`src/hdl/sbra_pkg.sv`:
```
// ----------------------------------------------------------------------------
// sbra_pkg
// Shared types and constants of the slot bitmap region allocator.
// ----------------------------------------------------------------------------
package sbra_pkg;

    localparam int SLOT_IDX_W = 5;

    localparam logic [1:0] CMD_ALLOC   = 2'd0;
    localparam logic [1:0] CMD_RELEASE = 2'd1;
    localparam logic [1:0] CMD_SHRINK  = 2'd2;

    localparam logic [1:0] STATUS_OK       = 2'd0;
    localparam logic [1:0] STATUS_NO_SPACE = 2'd1;
    localparam logic [1:0] STATUS_NO_MATCH = 2'd2;

    localparam logic       REG_BUFFER_BASE = 1'b0;
    localparam logic       REG_BUFFER_SIZE = 1'b1;

    localparam logic [16:0] ALIGN_LOW  = 17'h00007;
    localparam logic [15:0] SIZE_RESET = 16'd2000;
    localparam logic [5:0]  NO_SLOT    = 6'd63;

    typedef enum logic [2:0] {
        S_IDLE,
        S_SETUP,
        S_SCAN,
        S_FIND,
        S_COLLAPSE,
        S_SHRINK,
        S_OUT
    } t_state;

    typedef struct packed {
        logic                  clear_all;
        logic                  wr_start;
        logic                  wr_len;
        logic                  trim;
        logic [SLOT_IDX_W-1:0] wr_idx;
        logic [SLOT_IDX_W-1:0] trim_idx;
        logic [15:0]           start;
        logic [15:0]           len;
    } t_tbl_ctl;

    function automatic logic [16:0] round8(input logic [15:0] v);
        logic [16:0] s;
        s = {1'b0, v} + ALIGN_LOW;
        return s & ~ALIGN_LOW;
    endfunction

endpackage

```
`src/hdl/sbra_slot_table.sv`:
```
// ----------------------------------------------------------------------------
// sbra_slot_table
// Per-slot start offset and length, one read port, tail trim and full clear.
// ----------------------------------------------------------------------------
module sbra_slot_table #(
    parameter int SLOT_COUNT = 32
) (
    input  logic                                i_clk,
    input  logic                                i_rst_n,
    input  sbra_pkg::t_tbl_ctl                  i_ctl,
    input  logic [sbra_pkg::SLOT_IDX_W-1:0]     i_rd_idx,
    output logic [15:0]                         o_rd_start,
    output logic [15:0]                         o_rd_len
);

    localparam int IW = (SLOT_COUNT > 1) ? $clog2(SLOT_COUNT) : 1;

    logic [15:0] r_start [SLOT_COUNT];
    logic [15:0] r_len   [SLOT_COUNT];

    always_ff @(posedge i_clk) begin
        if (!i_rst_n || i_ctl.clear_all) begin
            for (int k = 0; k < SLOT_COUNT; k++) begin
                r_start[k] <= '0;
                r_len[k]   <= '0;
            end
        end else begin
            for (int k = 0; k < SLOT_COUNT; k++) begin
                if (i_ctl.trim && (sbra_pkg::SLOT_IDX_W'(k) >= i_ctl.trim_idx)) begin
                    r_start[k] <= '0;
                    r_len[k]   <= '0;
                end else begin
                    if (i_ctl.wr_start && (i_ctl.wr_idx[IW-1:0] == IW'(k))) begin
                        r_start[k] <= i_ctl.start;
                    end
                    if (i_ctl.wr_len && (i_ctl.wr_idx[IW-1:0] == IW'(k))) begin
                        r_len[k] <= i_ctl.len;
                    end
                end
            end
        end
    end

    assign o_rd_start = r_start[i_rd_idx[IW-1:0]];
    assign o_rd_len   = r_len[i_rd_idx[IW-1:0]];

endmodule

```
`src/hdl/slot_bitmap_region_allocator.sv`:
```
// ----------------------------------------------------------------------------
// slot_bitmap_region_allocator
// Allocate, release and shrink blocks of one buffer with a used-slot bitmap.
// ----------------------------------------------------------------------------
// sequence: unknown commands and rejected sizes pass the setup and output states,
// shrink passes setup, shrink and output; allocate and release pass setup, scan
// (one slot per scan cycle) and output; a release of the top used slot adds the
// find and collapse states; output waits while an untaken result is held
// throughput: one item at a time, the next is accepted once the result is
// loaded into the output register
// reset: slots and bitmap cleared, buffer_base 0, buffer_size 2000
module slot_bitmap_region_allocator #(
    parameter int SLOT_COUNT = 32
) (
    input  logic        i_clk,
    input  logic        i_rst_n,
    input  logic        s_axis_tvalid,
    output logic        s_axis_tready,
    input  logic [55:0] s_axis_tdata,   // command[1:0], req_size[18:2], address[50:19]
    output logic        m_axis_tvalid,
    input  logic        m_axis_tready,
    output logic [55:0] m_axis_tdata,   // status[1:0], block_address[33:2],
                                        // block_size[49:34], slot[54:50]
    input  logic        i_cfg_wr_en,
    input  logic        i_cfg_index,
    input  logic [31:0] i_cfg_data
);

    localparam int IW = (SLOT_COUNT > 1) ? $clog2(SLOT_COUNT) : 1;
    localparam logic [IW-1:0] LAST = IW'(SLOT_COUNT - 1);

    sbra_pkg::t_state r_state, n_state;
    logic [1:0]              r_cmd, n_cmd;
    logic signed [16:0]      r_req, n_req;
    logic [31:0]             r_addr, n_addr;
    logic [16:0]             r_size, n_size;
    logic [15:0]             r_avail, n_avail;
    logic [31:0]             r_off, n_off;
    logic [IW-1:0]           r_ix, n_ix;
    logic [IW-1:0]           r_p, n_p;
    logic [SLOT_COUNT-1:0]   r_mask, n_mask;
    logic [SLOT_COUNT-1:0]   r_used, n_used;
    logic [15:0]             r_free, n_free;
    logic [5:0]              r_lb, n_lb;
    logic [31:0]             r_base, n_base;
    logic [15:0]             r_bsize, n_bsize;
    logic [1:0]              r_res_status, n_res_status;
    logic [15:0]             r_res_start, n_res_start;
    logic [15:0]             r_res_len, n_res_len;
    logic [IW-1:0]           r_res_slot, n_res_slot;
    logic                    r_o_valid, n_o_valid;
    logic [1:0]              r_o_status, n_o_status;
    logic [31:0]             r_o_addr, n_o_addr;
    logic [15:0]             r_o_size, n_o_size;
    logic [4:0]              r_o_slot, n_o_slot;

    sbra_pkg::t_tbl_ctl      tbl_ctl;
    logic [4:0]              rd_idx;
    logic [15:0]             rd_start;
    logic [15:0]             rd_len;

    logic [15:0]             avail_c;
    logic [15:0]             base_sz;
    logic [16:0]             end_sum;
    logic                    in_blk;
    logic                    lb_live;
    logic [16:0]             sh_size;
    logic [15:0]             sh_len;
    logic                    sh_match;

    sbra_slot_table #(
        .SLOT_COUNT (SLOT_COUNT)
    ) u_table (
        .i_clk      (i_clk),
        .i_rst_n    (i_rst_n),
        .i_ctl      (tbl_ctl),
        .i_rd_idx   (rd_idx),
        .o_rd_start (rd_start),
        .o_rd_len   (rd_len)
    );

    assign s_axis_tready = (r_state == sbra_pkg::S_IDLE);
    assign m_axis_tvalid = r_o_valid;
    assign m_axis_tdata  = {1'b0, r_o_slot, r_o_size, r_o_addr, r_o_status};

    assign avail_c  = (r_free < r_bsize) ? (r_bsize - r_free) : 16'd0;
    assign end_sum  = {1'b0, rd_start} + {1'b0, rd_len};
    assign in_blk   = (r_off[31:17] == '0) && (r_off[16:0] >= {1'b0, rd_start})
                      && (r_off[16:0] < end_sum);
    assign lb_live  = (r_lb < 6'(SLOT_COUNT)) && r_used[r_lb[IW-1:0]];
    assign sh_match = ((r_base + {16'd0, rd_start}) == r_addr);
    assign sh_size  = r_req[16] ? 17'd0 : sbra_pkg::round8(r_req[15:0]);
    assign sh_len   = (sh_size > {1'b0, rd_len}) ? rd_len : sh_size[15:0];

    always_comb begin
        case (r_req)
            17'sd0:  base_sz = avail_c;
            -17'sd1: base_sz = avail_c >> 1;
            default: base_sz = r_req[15:0];
        endcase
    end

    always_comb begin
        case (r_state)
            sbra_pkg::S_SHRINK:   rd_idx = r_lb[4:0];
            sbra_pkg::S_COLLAPSE: rd_idx = 5'(r_p);
            default:              rd_idx = 5'(r_ix);
        endcase
    end

    always_comb begin
        n_state      = r_state;
        n_cmd        = r_cmd;
        n_req        = r_req;
        n_addr       = r_addr;
        n_size       = r_size;
        n_avail      = r_avail;
        n_off        = r_off;
        n_ix         = r_ix;
        n_p          = r_p;
        n_mask       = r_mask;
        n_used       = r_used;
        n_free       = r_free;
        n_lb         = r_lb;
        n_base       = r_base;
        n_bsize      = r_bsize;
        n_res_status = r_res_status;
        n_res_start  = r_res_start;
        n_res_len    = r_res_len;
        n_res_slot   = r_res_slot;
        n_o_valid    = r_o_valid;
        n_o_status   = r_o_status;
        n_o_addr     = r_o_addr;
        n_o_size     = r_o_size;
        n_o_slot     = r_o_slot;
        tbl_ctl      = '0;

        if (r_o_valid && m_axis_tready) begin
            n_o_valid = 1'b0;
        end

        case (r_state)
            sbra_pkg::S_IDLE: begin
                if (s_axis_tvalid) begin
                    n_cmd   = s_axis_tdata[1:0];
                    n_req   = s_axis_tdata[18:2];
                    n_addr  = s_axis_tdata[50:19];
                    n_state = sbra_pkg::S_SETUP;
                end
            end
            sbra_pkg::S_SETUP: begin
                n_ix   = '0;
                n_mask = r_used;
                n_off  = r_addr - r_base;
                case (r_cmd)
                    sbra_pkg::CMD_ALLOC: begin
                        n_avail = avail_c;
                        n_size  = sbra_pkg::round8(base_sz);
                        if (r_req[16] && (r_req != -17'sd1)) begin
                            n_res_status = sbra_pkg::STATUS_NO_SPACE;
                            n_state      = sbra_pkg::S_OUT;
                        end else begin
                            n_state = sbra_pkg::S_SCAN;
                        end
                    end
                    sbra_pkg::CMD_RELEASE: begin
                        n_state = sbra_pkg::S_SCAN;
                    end
                    sbra_pkg::CMD_SHRINK: begin
                        n_state = sbra_pkg::S_SHRINK;
                    end
                    default: begin
                        n_res_status = sbra_pkg::STATUS_NO_MATCH;
                        n_state      = sbra_pkg::S_OUT;
                    end
                endcase
            end
            sbra_pkg::S_SCAN: begin
                n_ix   = r_ix + 1'b1;
                n_mask = r_mask >> 1;
                if (r_ix == LAST) begin
                    n_res_status = (r_cmd == sbra_pkg::CMD_ALLOC) ?
                                   sbra_pkg::STATUS_NO_SPACE : sbra_pkg::STATUS_NO_MATCH;
                    n_state      = sbra_pkg::S_OUT;
                end
                n_res_slot = r_ix;
                if (r_cmd == sbra_pkg::CMD_ALLOC) begin
                    if (!r_mask[0]) begin
                        if (r_mask == '0) begin
                            n_state = sbra_pkg::S_OUT;
                            if (r_size > {1'b0, r_avail}) begin
                                n_res_status = sbra_pkg::STATUS_NO_SPACE;
                            end else begin
                                tbl_ctl.wr_start = 1'b1;
                                tbl_ctl.wr_len   = 1'b1;
                                tbl_ctl.wr_idx   = 5'(r_ix);
                                tbl_ctl.start    = r_free;
                                tbl_ctl.len      = r_size[15:0];
                                n_free           = r_free + r_size[15:0];
                                n_used           = r_used | (SLOT_COUNT'(1) << r_ix);
                                n_lb             = 6'(r_ix);
                                n_res_status     = sbra_pkg::STATUS_OK;
                                n_res_start      = r_free;
                                n_res_len        = r_size[15:0];
                            end
                        end else if ({1'b0, rd_len} == r_size) begin
                            n_used       = r_used | (SLOT_COUNT'(1) << r_ix);
                            n_res_status = sbra_pkg::STATUS_OK;
                            n_res_start  = rd_start;
                            n_res_len    = rd_len;
                            n_state      = sbra_pkg::S_OUT;
                        end
                    end
                end else if (r_mask[0] && in_blk) begin
                    n_used       = r_used & ~(SLOT_COUNT'(1) << r_ix);
                    n_res_status = sbra_pkg::STATUS_OK;
                    n_res_start  = rd_start;
                    n_res_len    = rd_len;
                    n_p          = r_ix;
                    n_state      = ((r_mask >> 1) == '0) ? sbra_pkg::S_FIND : sbra_pkg::S_OUT;
                end
            end
            sbra_pkg::S_FIND: begin
                if (r_p == '0) begin
                    n_state = sbra_pkg::S_COLLAPSE;
                end else if (r_used[IW'(r_p - 1'b1)]) begin
                    n_state = sbra_pkg::S_COLLAPSE;
                end else begin
                    n_p = r_p - 1'b1;
                end
            end
            sbra_pkg::S_COLLAPSE: begin
                n_free           = rd_start;
                tbl_ctl.trim     = 1'b1;
                tbl_ctl.trim_idx = 5'(r_p);
                n_state          = sbra_pkg::S_OUT;
            end
            sbra_pkg::S_SHRINK: begin
                n_state = sbra_pkg::S_OUT;
                if (lb_live && sh_match) begin
                    tbl_ctl.wr_len = 1'b1;
                    tbl_ctl.wr_idx = r_lb[4:0];
                    tbl_ctl.len    = sh_len;
                    n_free         = rd_start + sh_len;
                    n_res_status   = sbra_pkg::STATUS_OK;
                    n_res_start    = rd_start;
                    n_res_len      = sh_len;
                    n_res_slot     = r_lb[IW-1:0];
                end else begin
                    n_res_status = sbra_pkg::STATUS_NO_MATCH;
                end
            end
            sbra_pkg::S_OUT: begin
                if (!lb_live) begin
                    n_lb = sbra_pkg::NO_SLOT;
                end
                if (!r_o_valid || m_axis_tready) begin
                    n_o_valid  = 1'b1;
                    n_o_status = r_res_status;
                    if (r_res_status == sbra_pkg::STATUS_OK) begin
                        n_o_addr = r_base + {16'd0, r_res_start};
                        n_o_size = r_res_len;
                        n_o_slot = 5'(r_res_slot);
                    end else begin
                        n_o_addr = '0;
                        n_o_size = '0;
                        n_o_slot = '0;
                    end
                    n_state = sbra_pkg::S_IDLE;
                end
            end
            default: begin
                n_state = sbra_pkg::S_IDLE;
            end
        endcase

        if (i_cfg_wr_en) begin
            case (i_cfg_index)
                sbra_pkg::REG_BUFFER_BASE: n_base  = i_cfg_data;
                sbra_pkg::REG_BUFFER_SIZE: n_bsize = i_cfg_data[15:0];
                default:                   n_base  = r_base;
            endcase
            n_used            = '0;
            n_free            = '0;
            n_lb              = sbra_pkg::NO_SLOT;
            tbl_ctl.clear_all = 1'b1;
        end
    end

    always_ff @(posedge i_clk) begin
        if (!i_rst_n) begin
            r_state   <= sbra_pkg::S_IDLE;
            r_used    <= '0;
            r_free    <= '0;
            r_lb      <= sbra_pkg::NO_SLOT;
            r_base    <= '0;
            r_bsize   <= sbra_pkg::SIZE_RESET;
            r_o_valid <= 1'b0;
        end else begin
            r_state   <= n_state;
            r_used    <= n_used;
            r_free    <= n_free;
            r_lb      <= n_lb;
            r_base    <= n_base;
            r_bsize   <= n_bsize;
            r_o_valid <= n_o_valid;
        end
    end

    always_ff @(posedge i_clk) begin
        r_cmd        <= n_cmd;
        r_req        <= n_req;
        r_addr       <= n_addr;
        r_size       <= n_size;
        r_avail      <= n_avail;
        r_off        <= n_off;
        r_ix         <= n_ix;
        r_p          <= n_p;
        r_mask       <= n_mask;
        r_res_status <= n_res_status;
        r_res_start  <= n_res_start;
        r_res_len    <= n_res_len;
        r_res_slot   <= n_res_slot;
        r_o_status   <= n_o_status;
        r_o_addr     <= n_o_addr;
        r_o_size     <= n_o_size;
        r_o_slot     <= n_o_slot;
    end

    // last bumped slot is either none or a used slot between items
    a_lb_live: assert property (@(posedge i_clk) disable iff (!i_rst_n)
        (r_state == sbra_pkg::S_IDLE) |-> (lb_live || (r_lb == sbra_pkg::NO_SLOT)))
        else $error("last bumped slot names a free slot");

    // no used slot at or above the collapse search point
    a_find_top: assert property (@(posedge i_clk) disable iff (!i_rst_n)
        (r_state == sbra_pkg::S_FIND) |-> ((r_used >> r_p) == '0))
        else $error("used slot above collapse point");

    // a new result only comes out of the output state
    a_out_src: assert property (@(posedge i_clk) disable iff (!i_rst_n)
        $rose(r_o_valid) |-> ($past(r_state) == sbra_pkg::S_OUT))
        else $error("result loaded outside output state");

    // granted sizes stay aligned
    a_size_align: assert property (@(posedge i_clk) disable iff (!i_rst_n)
        (r_o_valid && (r_o_status == sbra_pkg::STATUS_OK)) |-> (r_o_size[2:0] == 3'd0))
        else $error("granted size not a multiple of eight");

endmodule

```
`config.mk`:
```
export PLATFORM = sky130hd
export DESIGN_NAME = slot_bitmap_region_allocator
export DESIGN_NICKNAME = d
export VERILOG_FILES = /design/src/hdl/sbra_pkg.sv /design/src/hdl/sbra_slot_table.sv /design/src/hdl/slot_bitmap_region_allocator.sv
export SDC_FILE = /design/constraint.sdc
export NUM_CORES = 2
export LEC_CHECK = 0
export BUFFER_PORTS_ARGS = -buffer_cell sky130_fd_sc_hd__buf_2
export CAP_MARGIN = 30
export CORE_MARGIN = 5
export CORE_UTILIZATION = 46
export DETAILED_ROUTE_END_ITERATION = 10
export HOLD_SLACK_MARGIN = 0.12
export MAX_ROUTING_LAYER = met4
export SETUP_SLACK_MARGIN = 0.02
export SLEW_MARGIN = 20
export SYNTH_ARGS = -nofsm -noshare
export SYNTH_HDL_FRONTEND = slang
export SYNTH_HIERARCHICAL = 1
export SYNTH_SLANG_ARGS = --single-unit
```
`constraint.sdc`:
```
create_clock -name i_clk -period 8.5 [get_ports i_clk]
set_clock_uncertainty 0.2 [all_clocks]
set_input_delay 1.7 -clock i_clk [delete_from_list [all_inputs] [get_ports i_clk]]
set_output_delay 1.7 -clock i_clk [all_outputs]
set_load 0.03 [all_outputs]
```
==> results.ini <==
[run_status]
outcome=completed

[yosys]
ys.flop_type=edfxtp_1
ys_warn_count=6
synth_edf_count=1273
ys_ff_latch=1379
async_flop_share_pct=0
syn_avg_cell_area_um2=11.4
yosys.area.top_type=edfxtp_1
yosysMostFrequentCell=edfxtp_1
ys_types=99
synth_top_area_share_pct=52.4
synth_area_um2=72900
yosysSeqAreaShare_pct=55.3
yosys-top-cells-count=edfxtp_1, and2_1, mux2i_1
synthesis.nets=6714
synth_cells=6419
ys_top_cells_by_area=edfxtp_1, and2_1, mux2i_1

[detailed_routing]
via_count=50729
wl_per_cell_um=24.7
drt_iter0_drc=4682
drc=0
firstDrtPassIters=8
ant_nets=0
wirelength_um=219000
viasPerCell=5.73

[global_routing]
grt_util_all_layers_pct=26.3
grt_max_degree=78
grt_pass1_vias=49410
grt_pass1_wl_um=320000
overflow=0
antenna_found_initial=3

[layout]
nets=6952
drive_above_1_share_pct=13.0
finish.instance_area_um2=83900
syn_to_final_growth_pct=15.1
utilization_pct=53.1

[sta]
rsz0062_at_grt=false
relSlewSlack_pct=34.6
tightest_slew_ps=970
slew_violations=0
hold_viol_final=0
setup_viol=0
max_freq_ghz=0.122
fin_crit_sh_pct=96.2
period_needed_ps=8180
hold_ws_ps=273

[floorplan]
rows=146
initial_utilization_pct=46.1
ios=152
die_w_um=408
design.core.area_um2=158000
fp.dieH_um=408
die-area_um2=167000

[place]
place.detailed.hpwl_um=149000
gp_congestion=0.947
place_area_um2=78800
portBuffers=145

[power]
ir_drop_uv=356
p_leak_nw=33.5
power_density_nw_per_um2=389

[critical_path]
critical-path-slowest-cell=fa_1
path_max_fanout=25
end_kind=flip-flop
critical_path_class=reg2reg
worstPathRequired_ps=8930
cpPeakStageDelay_ps=500
critPathArrivalTime_ps=8610
worstSetupStartpointType=flip-flop
cp_common_cell=buf_4

[clock_tree]
numCtsBuffers=152
cts.reportedPaths.clkPinSlew_ps=60
cts.sinks=1379
clockBufferDepth=3
h-tree-depth=4
cts_tree=built
insertion_delay_ps=800
root_buffer=clkbuf_16

[flow_run]
max_cap_viol_count=0

[worst_hold_path]
min_path_type=reg2reg

## power by group
| part | internal (W) | total (W) | switching (W) |
|---|---|---|---|
| registers | 0.00866 | 0.00911 | 0.000456 |
| logic | 0.00641 | 0.0171 | 0.0107 |
| clock network | 0.00368 | 0.00640 | 0.00272 |
| total | 0.0187 | 0.0326 | 0.0139 |
## kinds of logic after synthesis
group,after synthesis,synth area share [%]
buf+inv,603,3.31
simple gates,2510,18.7
flops,1379,55.3
mux,588,8.37
other cells,1,0.00514
fa+ha+maj,201,3.51
xor+xnor,173,2.08
compound gates,964,8.72
## path summary, 6_finish.rpt
path	from	end	slack, ps	cells past startpoint
worst min register to register	r_bsize[0]	r_bsize[0]	270	2
worst max register to register	r_state[2]	u_table/r_len[28][11]	320	32
worst min-delay path	r_bsize[0]	r_bsize[0]	270	2
worst max-delay path	r_state[2]	u_table/r_len[28][11]	320	32
## metal layers
| metal | GRT usage [%] | wire length [µm] |
|---|---|---|
| met3 | 3.94 | 13000 |
| met5 | - | 0 |
| met4 | 7.03 | 6020 |
| met1 | 34.7 | 93900 |
| met2 | 42.7 | 106000 |
## repair_timing
item,4_1_cts,5_1_grt
endpoints found under the setup margin,40,1397
pin swaps,0,0
gates cloned,0,2
buffers inserted,0,4
hold buffers,0,0
gates resized for setup,1,38
## worst max-delay path, delay by kind of cell (launching register included)
family / cells / cell delay [ps]
AND/OR/NAND/NOR: 18 / 3850
AO/OA/AOI/OAI: 3 / 880
multiplexers: 1 / 120
adder cells (fa/ha/maj): 1 / 500
flip-flops: 1 / 340
buffers and inverters: 9 / 1960
## cell usage in the layout, fill, tap and decap left out, types with 60 or more instances in the layout
master,n
a21oi_1,265
a22o_1,68
a22oi_1,99
and2_1,1098
buf_12,109
buf_2,145
buf_4,252
clkbuf_16,158
dfxtp_1,105
edfxtp_1,1273
ha_1,193
inv_1,168
mux2i_1,569
nand2_1,530
nand3_1,165
nand4_1,62
nor2_1,237
nor3_1,106
o21ai_0,122
xnor2_1,113
xor2_1,60
## metrics by stage
step	setup WS [ps]	setup TNS, ps	instances	power (W)
6_report	324	0	8859	0.0326
5_1_grt	18.4	0	8848	0.0345
4_1_cts	145	0	8840	0.0324
3_5_place_dp	72.5	0	8567	0.0259
3_3_place_gp	104	0	8565	0.0258
2_1_floorplan	-69.6	-2750	6419	0.0197
## cell type report
class	instances	area (µm²)
Fill cell	13515	74100
Sequential cell	1379	40300
Multi-Input combinational cell	4437	30500
Timing Repair Buffer	518	5010
Clock buffer	201	4090
Tap cell	2072	2590
Clock inverter	72	711
Inverter	169	638
Antenna cell	11	27.5
## flip-flops by register name, summed over array words and instances, names as in the netlist, 14 cells and up, named ones only
register,cells
r_res_start,16
r_avail,16
r_o_addr,32
r_mask,32
r_o_size,16
r_size,14
u_table/r_len,512
r_addr,32
r_req,17
r_base,32
u_table/r_start,512
r_res_len,16
r_free,16
r_off,32
r_bsize,16
Power figures use the tool's default switching activity.
